File: config.mk
export PLATFORM = sky130hd
export DESIGN_NAME = websocket_frame_deframer_top
export DESIGN_NICKNAME = d
export VERILOG_FILES = /design/src/hdl/wsfd_pkg.sv /design/src/hdl/websocket_frame_deframer_top.sv
export SDC_FILE = /design/constraint.sdc
export NUM_CORES = 1
export LEC_CHECK = 0
export BUFFER_PORTS_ARGS = -buffer_cell sky130_fd_sc_hd__buf_2
export CAP_MARGIN = 20
export CELL_PAD_IN_SITES_DETAIL_PLACEMENT = 1
export CELL_PAD_IN_SITES_GLOBAL_PLACEMENT = 1
export CORE_MARGIN = 3
export CORE_UTILIZATION = 50
export CTS_CLUSTER_DIAMETER = 200
export CTS_CLUSTER_SIZE = 16
export DETAILED_ROUTE_END_ITERATION = 12
export PLACE_DENSITY = 0.95
export SLEW_MARGIN = 20
export SYNTH_ARGS = -nofsm -noshare
export SYNTH_HDL_FRONTEND = slang
export SYNTH_SLANG_ARGS = --single-unit
export TNS_END_PERCENT = 100
File: constraint.sdc
create_clock -name clock -period 8.4 [get_ports clock]
set_input_delay 1.68 -clock clock [delete_from_list [all_inputs] [get_ports clock]]
set_output_delay 1.68 -clock clock [all_outputs]
set_load 0.02 [all_outputs]
File: src/hdl/wsfd_pkg.sv
package wsfd_pkg;

   localparam int unsigned StatusLen = 12;

   localparam logic [31:0] DefaultMaxPayload = 32'd16777216;

   localparam logic [7:0] ByteCr       = 8'h0D;
   localparam logic [7:0] ByteLf       = 8'h0A;
   localparam logic [7:0] FinBit       = 8'h80;
   localparam logic [7:0] MaskBit      = 8'h80;
   localparam logic [7:0] OpcodeMask   = 8'h0F;
   localparam logic [7:0] LengthMask   = 8'h7F;
   localparam logic [6:0] LenCode16    = 7'd126;
   localparam logic [6:0] LenCode64    = 7'd127;

   localparam logic [3:0] OpContinue = 4'h0;
   localparam logic [3:0] OpText     = 4'h1;
   localparam logic [3:0] OpClose    = 4'h8;
   localparam logic [3:0] OpPing     = 4'h9;

   typedef enum logic [1:0] {
      KIND_NONE = 2'd0,
      KIND_TEXT = 2'd1,
      KIND_PING = 2'd2
   } kind_type;

   typedef enum logic [1:0] {
      FAULT_NONE      = 2'd0,
      FAULT_HANDSHAKE = 2'd1,
      FAULT_CLOSE     = 2'd2,
      FAULT_OVERSIZE  = 2'd3
   } fault_type;

   // expected start of the upgrade reply: "HTTP/1.1 101"
   function automatic logic [7:0] status_char(input logic [3:0] pos);
      logic [7:0] c;
      case (pos)
         4'd0:    c = 8'h48;
         4'd1:    c = 8'h54;
         4'd2:    c = 8'h54;
         4'd3:    c = 8'h50;
         4'd4:    c = 8'h2F;
         4'd5:    c = 8'h31;
         4'd6:    c = 8'h2E;
         4'd7:    c = 8'h31;
         4'd8:    c = 8'h20;
         4'd9:    c = 8'h31;
         4'd10:   c = 8'h30;
         4'd11:   c = 8'h31;
         default: c = 8'h00;
      endcase
      return c;
   endfunction

endpackage

File: src/hdl/websocket_frame_deframer_top.sv
// Client-side websocket receiver, one byte per transaction. It first checks the
// http upgrade reply (status line "HTTP/1.1 101", headers ended by a blank line),
// then parses frames: fin, opcode, 7/16/64-bit length and optional mask key,
// unmasking payload bytes as they pass. Every accepted byte gives exactly one
// result in the next cycle, and a new byte is taken in every cycle: the whole
// per-byte state update is a single pass of logic into the result register, so
// the only stall is a result still waiting in that register while rsp_ready is
// low. A transaction with req_new_connection set clears all parsing state (not
// max_payload_len) and returns an all-zero result. After any fault every byte
// gives an all-zero result until a new connection.
module websocket_frame_deframer_top (
   input  logic                 clock,
   input  logic                 reset,

   input  logic                 req_valid,
   output logic                 req_ready,
   input  logic [7:0]           req_rx_byte,
   input  logic                 req_new_connection,

   output logic                 rsp_valid,
   input  logic                 rsp_ready,
   output logic [7:0]           rsp_data_byte,
   output wsfd_pkg::kind_type   rsp_data_kind,
   output logic                 rsp_message_restart,
   output logic                 rsp_message_end,
   output logic                 rsp_ping_end,
   output logic                 rsp_handshake_ok,
   output wsfd_pkg::fault_type  rsp_fault,

   input  logic                 csr_valid,
   output logic                 csr_ready,
   input  logic [31:0]          csr_max_payload_len
);
   import wsfd_pkg::*;

   typedef enum logic [2:0] {
      PH_HEADERS = 3'd0,
      PH_B0      = 3'd1,
      PH_B1      = 3'd2,
      PH_EXTLEN  = 3'd3,
      PH_MASK    = 3'd4,
      PH_PAYLOAD = 3'd5,
      PH_FAULTED = 3'd6
   } phase_type;

   phase_type   phase_ff, phase_in;
   logic        status_ok_ff, status_ok_in;
   logic [3:0]  status_pos_ff, status_pos_in;
   logic [1:0]  blank_ff, blank_in;
   logic        fin_ff, fin_in;
   logic [3:0]  opcode_ff, opcode_in;
   logic        masked_ff, masked_in;
   logic [63:0] length_ff, length_in;
   logic [3:0]  ext_left_ff, ext_left_in;
   logic [31:0] mask_key_ff, mask_key_in;
   logic [1:0]  mask_idx_ff, mask_idx_in;
   logic [31:0] payload_left_ff, payload_left_in;
   logic        text_started_ff, text_started_in;
   logic [31:0] max_len_ff;

   logic        rsp_valid_ff;
   logic [7:0]  data_byte_ff, data_byte_in;
   kind_type    data_kind_ff, data_kind_in;
   logic        restart_ff, restart_in;
   logic        msg_end_ff, msg_end_in;
   logic        ping_end_ff, ping_end_in;
   logic        hs_ok_ff, hs_ok_in;
   fault_type   fault_ff, fault_in;

   logic        req_take;
   logic        len_known;
   logic        hdr_done;
   logic        frm_done;
   logic [7:0]  unmasked;
   logic [31:0] payload_dec;

   assign req_ready = !rsp_valid_ff || rsp_ready;
   assign req_take  = req_valid && req_ready;
   assign csr_ready = 1'b1;

   assign payload_dec = payload_left_ff - 32'd1;
   assign unmasked    = masked_ff ?
                        (req_rx_byte ^ mask_key_ff[{mask_idx_ff, 3'b000} +: 8]) :
                        req_rx_byte;

   always_comb begin
      phase_in        = phase_ff;
      status_ok_in    = status_ok_ff;
      status_pos_in   = status_pos_ff;
      blank_in        = blank_ff;
      fin_in          = fin_ff;
      opcode_in       = opcode_ff;
      masked_in       = masked_ff;
      length_in       = length_ff;
      ext_left_in     = ext_left_ff;
      mask_key_in     = mask_key_ff;
      mask_idx_in     = mask_idx_ff;
      payload_left_in = payload_left_ff;
      text_started_in = text_started_ff;

      data_byte_in = 8'h00;
      data_kind_in = KIND_NONE;
      restart_in   = 1'b0;
      msg_end_in   = 1'b0;
      ping_end_in  = 1'b0;
      hs_ok_in     = 1'b0;
      fault_in     = FAULT_NONE;

      len_known = 1'b0;
      hdr_done  = 1'b0;
      frm_done  = 1'b0;

      if (req_new_connection) begin
         phase_in        = PH_HEADERS;
         status_ok_in    = 1'b1;
         status_pos_in   = 4'd0;
         blank_in        = 2'd0;
         fin_in          = 1'b0;
         opcode_in       = 4'h0;
         masked_in       = 1'b0;
         length_in       = 64'd0;
         ext_left_in     = 4'd0;
         mask_key_in     = 32'd0;
         mask_idx_in     = 2'd0;
         payload_left_in = 32'd0;
         text_started_in = 1'b0;
      end else begin
         case (phase_ff)
            PH_HEADERS: begin
               if (status_pos_ff < 4'(StatusLen)) begin
                  if (req_rx_byte != status_char(status_pos_ff)) status_ok_in = 1'b0;
                  status_pos_in = status_pos_ff + 4'd1;
               end
               if (blank_ff == 2'd3 && req_rx_byte == ByteLf) begin
                  if (status_ok_in && status_pos_in == 4'(StatusLen)) begin
                     hs_ok_in = 1'b1;
                     phase_in = PH_B0;
                  end else begin
                     fault_in = FAULT_HANDSHAKE;
                     phase_in = PH_FAULTED;
                  end
                  blank_in = 2'd0;
               end else if (!blank_ff[0]) begin
                  blank_in = (req_rx_byte == ByteCr) ? blank_ff + 2'd1 : 2'd0;
               end else begin
                  blank_in = (req_rx_byte == ByteLf) ? blank_ff + 2'd1 :
                             (req_rx_byte == ByteCr) ? 2'd1 : 2'd0;
               end
            end
            PH_B0: begin
               fin_in    = (req_rx_byte & FinBit) != 8'h00;
               opcode_in = 4'(req_rx_byte & OpcodeMask);
               phase_in  = PH_B1;
            end
            PH_B1: begin
               masked_in = (req_rx_byte & MaskBit) != 8'h00;
               length_in = 64'd0;
               if (req_rx_byte[6:0] == LenCode16) begin
                  ext_left_in = 4'd2;
                  phase_in    = PH_EXTLEN;
               end else if (req_rx_byte[6:0] == LenCode64) begin
                  ext_left_in = 4'd8;
                  phase_in    = PH_EXTLEN;
               end else begin
                  length_in = {57'd0, 7'(req_rx_byte & LengthMask)};
                  len_known = 1'b1;
               end
            end
            PH_EXTLEN: begin
               length_in   = {length_ff[55:0], req_rx_byte};
               ext_left_in = ext_left_ff - 4'd1;
               if (ext_left_in == 4'd0) len_known = 1'b1;
            end
            PH_MASK: begin
               mask_key_in[{mask_idx_ff, 3'b000} +: 8] = req_rx_byte;
               mask_idx_in = mask_idx_ff + 2'd1;
               if (mask_idx_in == 2'd0) hdr_done = 1'b1;
            end
            PH_PAYLOAD: begin
               mask_idx_in = mask_idx_ff + 2'd1;
               if (opcode_ff == OpContinue || opcode_ff == OpText) begin
                  data_byte_in = unmasked;
                  data_kind_in = KIND_TEXT;
               end else if (opcode_ff == OpPing) begin
                  data_byte_in = unmasked;
                  data_kind_in = KIND_PING;
               end
               payload_left_in = payload_dec;
               if (payload_dec == 32'd0) frm_done = 1'b1;
            end
            default: phase_in = PH_FAULTED;
         endcase

         // length checked before any mask key
         if (len_known) begin
            if (length_in > {32'd0, max_len_ff}) begin
               fault_in = FAULT_OVERSIZE;
               phase_in = PH_FAULTED;
            end else if (masked_in) begin
               mask_idx_in = 2'd0;
               mask_key_in = 32'd0;
               phase_in    = PH_MASK;
            end else begin
               hdr_done = 1'b1;
            end
         end

         if (hdr_done) begin
            if (opcode_in == OpText) begin
               restart_in      = 1'b1;
               text_started_in = 1'b1;
            end
            mask_idx_in = 2'd0;
            if (length_in == 64'd0) begin
               frm_done = 1'b1;
            end else begin
               payload_left_in = length_in[31:0];
               phase_in        = PH_PAYLOAD;
            end
         end

         // zero-length frames complete on their last header byte
         if (frm_done) begin
            phase_in = PH_B0;
            if (opcode_in == OpContinue || opcode_in == OpText) begin
               if (fin_in && text_started_in) msg_end_in = 1'b1;
            end else if (opcode_in == OpPing) begin
               ping_end_in = 1'b1;
            end else if (opcode_in == OpClose) begin
               fault_in = FAULT_CLOSE;
               phase_in = PH_FAULTED;
            end
         end
      end
   end

   always_ff @(posedge clock) begin
      if (reset) begin
         phase_ff        <= PH_HEADERS;
         status_ok_ff    <= 1'b1;
         status_pos_ff   <= 4'd0;
         blank_ff        <= 2'd0;
         fin_ff          <= 1'b0;
         opcode_ff       <= 4'h0;
         masked_ff       <= 1'b0;
         length_ff       <= 64'd0;
         ext_left_ff     <= 4'd0;
         mask_key_ff     <= 32'd0;
         mask_idx_ff     <= 2'd0;
         payload_left_ff <= 32'd0;
         text_started_ff <= 1'b0;
         rsp_valid_ff    <= 1'b0;
         data_byte_ff    <= 8'h00;
         data_kind_ff    <= KIND_NONE;
         restart_ff      <= 1'b0;
         msg_end_ff      <= 1'b0;
         ping_end_ff     <= 1'b0;
         hs_ok_ff        <= 1'b0;
         fault_ff        <= FAULT_NONE;
      end else begin
         if (req_take) begin
            phase_ff        <= phase_in;
            status_ok_ff    <= status_ok_in;
            status_pos_ff   <= status_pos_in;
            blank_ff        <= blank_in;
            fin_ff          <= fin_in;
            opcode_ff       <= opcode_in;
            masked_ff       <= masked_in;
            length_ff       <= length_in;
            ext_left_ff     <= ext_left_in;
            mask_key_ff     <= mask_key_in;
            mask_idx_ff     <= mask_idx_in;
            payload_left_ff <= payload_left_in;
            text_started_ff <= text_started_in;
            rsp_valid_ff    <= 1'b1;
            data_byte_ff    <= data_byte_in;
            data_kind_ff    <= data_kind_in;
            restart_ff      <= restart_in;
            msg_end_ff      <= msg_end_in;
            ping_end_ff     <= ping_end_in;
            hs_ok_ff        <= hs_ok_in;
            fault_ff        <= fault_in;
         end else if (rsp_ready) begin
            rsp_valid_ff    <= 1'b0;
         end
      end
   end

   always_ff @(posedge clock) begin
      if (reset) begin
         max_len_ff <= DefaultMaxPayload;
      end else if (csr_valid && csr_ready) begin
         max_len_ff <= csr_max_payload_len;
      end
   end

   assign rsp_valid           = rsp_valid_ff;
   assign rsp_data_byte       = data_byte_ff;
   assign rsp_data_kind       = data_kind_ff;
   assign rsp_message_restart = restart_ff;
   assign rsp_message_end     = msg_end_ff;
   assign rsp_ping_end        = ping_end_ff;
   assign rsp_handshake_ok    = hs_ok_ff;
   assign rsp_fault           = fault_ff;

endmodule
==> metrics.txt <==
CORE AREA 0.0221 mm2; post-CTS sizing 0; Vert. Die Dim 157 um; Clock Sinks 207; synthesized flop and latch total approximately 210; delay-heaviest family, CP simple AND/OR/NAND/NOR gates; crit share post-route 0.675; largest net degree at the start of global routing 83; flop2flop setup slack 2740 ps; routed len/inst 22.9 um; Syn Std Cell Area 0.0114 mm2; # IOs between 60 and 70; port bufs 63; area leader, netlist dfxtp_1; Via density 6.54; commonest cells after routing, fill and taps aside 216 x nor2_1, 207 x dfxtp_1, 109 x nand2_1, 106 x inv_1, 92 x a22oi_1; maximum vdd drop about 0.17 mV; outcome finished, final reports clean; largest family of logic cells by synthesized area simple AND/OR/NAND/NOR gates; RSZ-0062 raised after global routing false; H-Tree Depth 1; TritonCTS clock tree yes; post-synthesis simple-gate area fraction 0.211; GP Congestion 0.941; Multi-input gate area ~0.0064 mm2; crit path max fanout 13; clock root cell clkbuf_16; Adder-Cell Fraction of Synth Area 0.0516; DRC errors left 0; total track usage 0.308; vias in the first global route 11.2k; share of post-route cells with drive strength above 1 0.104; Tightest Pin Transition roughly 940 ps; post-route ant nets 0; DRT iter0 DRCs about 1k; CTS clk-pin slew, worst paths 70 ps; Final Total Pwr 1.86 mW; Synth Area per Inst 8.17 um2; highest clock rate 176 MHz; row cnt 54; Post-synth EDFFs 0; Antenna Cells 0; die width 157 um; Post-Syn Nets 1488; nets ~1.5k; antenna violations before repair 0; Post-Route Setup TNS 0 ps; # setup viols final 0; clk_skew ~14 ps; Routed WL just under 40000 um; top post-synthesis cells by area dfxtp_1 36%, nor2_1 7.2%, a22oi_1 6.1%; Layout fillers roughly 2.6k; DPL Wire Length 27300 um; Warnings, synthesis 0; Pwr per Cell Area about 150 mW/mm2; Worst setup EP type register; critical path class in -> reg; slowest cell delay on critical path 840 ps; worst min path class reg -> reg; final worst path period need approximately 5700 ps; mux share of post-synthesis cell area 0.0764; Final Max Tran Viols 0; max_cap viols 0; Startpoint Class input pin; register area slightly above 0.004 mm2; top-area cell type share of the netlist area 0.364; fraction of registers with async set/reset 0; Pleak 4.78 nW; ys flop type dfxtp_1; Compound-Gate Fraction of Synth Area 0.206; relative slew slack 0.370; sequential share of the synthesized area 0.364; starting density of the core 0.516; CP max stage cell nor4_1; Req. time, crit path 8780 ps; CTS Buf Count 16; die area roughly 0.025 mm2; TritonRoute pass-1 iters 6; Clock Latency Late Sink 500 ps; via count 11.0k; CP arrival 6050 ps; Fin. Hold Viols 0; most common cell after layout, fill and taps aside nor2_1; Synth Instances around 1.4k; postcts setup bufs 0; cts hold-fix bufs 0; Bufs on Longest Clock Path 3; post-synth cell types 73; P&R area growth vs syn 6.81%; worst path buffer plus inverter count 1; crit-path cells buf_2, nand2_1, nor3_2, o21ai_0, ha_1, nand4_1, nor4_1, nand2b_1, a31oi_1, nor4_1, nor2_1, a21oi_1, nor2_1, a22o_1; Synth Area in XOR/XNOR 0.0169; first-pass GRT wire length a little over 60000 um; grt total ovfl 0
-- cell type report --
class                      instances  share of cell area
multi-input combinational        990               0.529
tap                              280              0.0288
sequential                       207               0.340
timing repair buffer              75              0.0335
inverter                         106              0.0327
clock buffer                      18              0.0353
-- flip-flops by register name, indices dropped and copies added, names as in the netlist, 3 cells and up, named ones only --
signal           flops
max_len_ff          32
phase_ff             3
length_ff           64
rsp_data_byte        8
status_pos_ff        4
mask_key_ff         32
opcode_ff            4
ext_left_ff          4
payload_left_ff     32
-- synth_stat cells, types with 5 or more instances --
master and n:
and3_1 6, a31oi_1 9, nand3b_1 9, or2_2 6, nor2b_1 6, o211ai_1 6
nor3b_1 5, a22oi_1 92, a22o_1 43, o31ai_1 5, mux4_2 8, o21a_1 10
a21oi_1 48, buf_2 8, nand2b_1 12, xor2_1 11, nor3_1 29, inv_1 106
nand3_1 13, nand2_1 110, buf_6 7, a21o_1 6, o41ai_1 5, nand4_1 20
buf_1 10, o21ai_1 22, clkbuf_1 64, ha_1 47, nor4_1 33, xnor2_1 11
dfxtp_1 207, o21ai_0 44, mux2i_1 51, nor2_1 218, or3_1 9, o32ai_1 6
o22ai_1 20, mux2_2 16
-- worst reg2reg max path: stages (launching register included) --
cell and delay (ps):
dfxtp_1 600, nor2b_4 680, buf_4 450, mux2_2 430
inv_1 130, ha_1 200, nand4_1 300, nor4_1 600
nand2b_1 110, a31oi_1 380, nor4b_4 140, o2bb2ai_4 750
nand2_4 360, o21ai_0 300, a22o_1 170
-- power breakdown --
part | total, mW | switching (mW) | internal (mW) | leakage (nW)
Combinational | 0.140 | 0.0985 | 0.0413 | 2.90
Clock | 0.719 | 0.359 | 0.360 | 0.211
Sequential | 0.999 | 0.00705 | 0.992 | 1.67
Total | 1.86 | 0.464 | 1.39 | 4.78
-- final timing paths --
kind	startpoint	to	cells past startpoint
setup / recovery	req_rx_byte[3]	mask_key_ff[28]	14
hold reg to reg	rsp_message_end	rsp_message_end	2
hold / removal	rsp_message_end	rsp_message_end	2
setup reg to reg	phase_ff[1]	payload_left_ff[13]	14
-- through the flow --
| step | utilization | setup slack, ps | hold slack [ps] | area [um2] | std cells |
|---|---|---|---|---|---|
| after floorplan | - | 3520 | 427 | 11400 | 1395 |
| after global placement | 0.531 | 2650 | 430 | 11700 | 1658 |
| after detailed placement | 0.531 | 2320 | 438 | 11700 | 1658 |
| after CTS | 0.551 | 2830 | 447 | 12200 | 1676 |
| after global routing | 0.551 | 2480 | 455 | 12200 | 1676 |
| final | 0.551 | 2730 | 443 | 12200 | 1676 |
-- layer usage --
| layer | up-vias | global-route usage | part of all wire |
|---|---|---|---|
| met5 | - | 0 | 0 |
| met4 | 0 | 0.103 | 0.032 |
| met3 | 123 | 0.0503 | 0.078 |
| met2 | 525 | 0.513 | 0.47 |
| met1 | 5362 | 0.408 | 0.42 |
| li1 | 4955 | - | - |
-- cell families (layout without fill, tap and decap cells) --
kind of cell	after synthesis	in the layout
compound gates	340	340
fa+ha+maj	47	47
other cells	1	1
simple gates	505	505
flops	207	207
xor+xnor	22	22
mux	75	75
buf+inv	198	199
No activity file was read; power rests on OpenSTA's default activity.
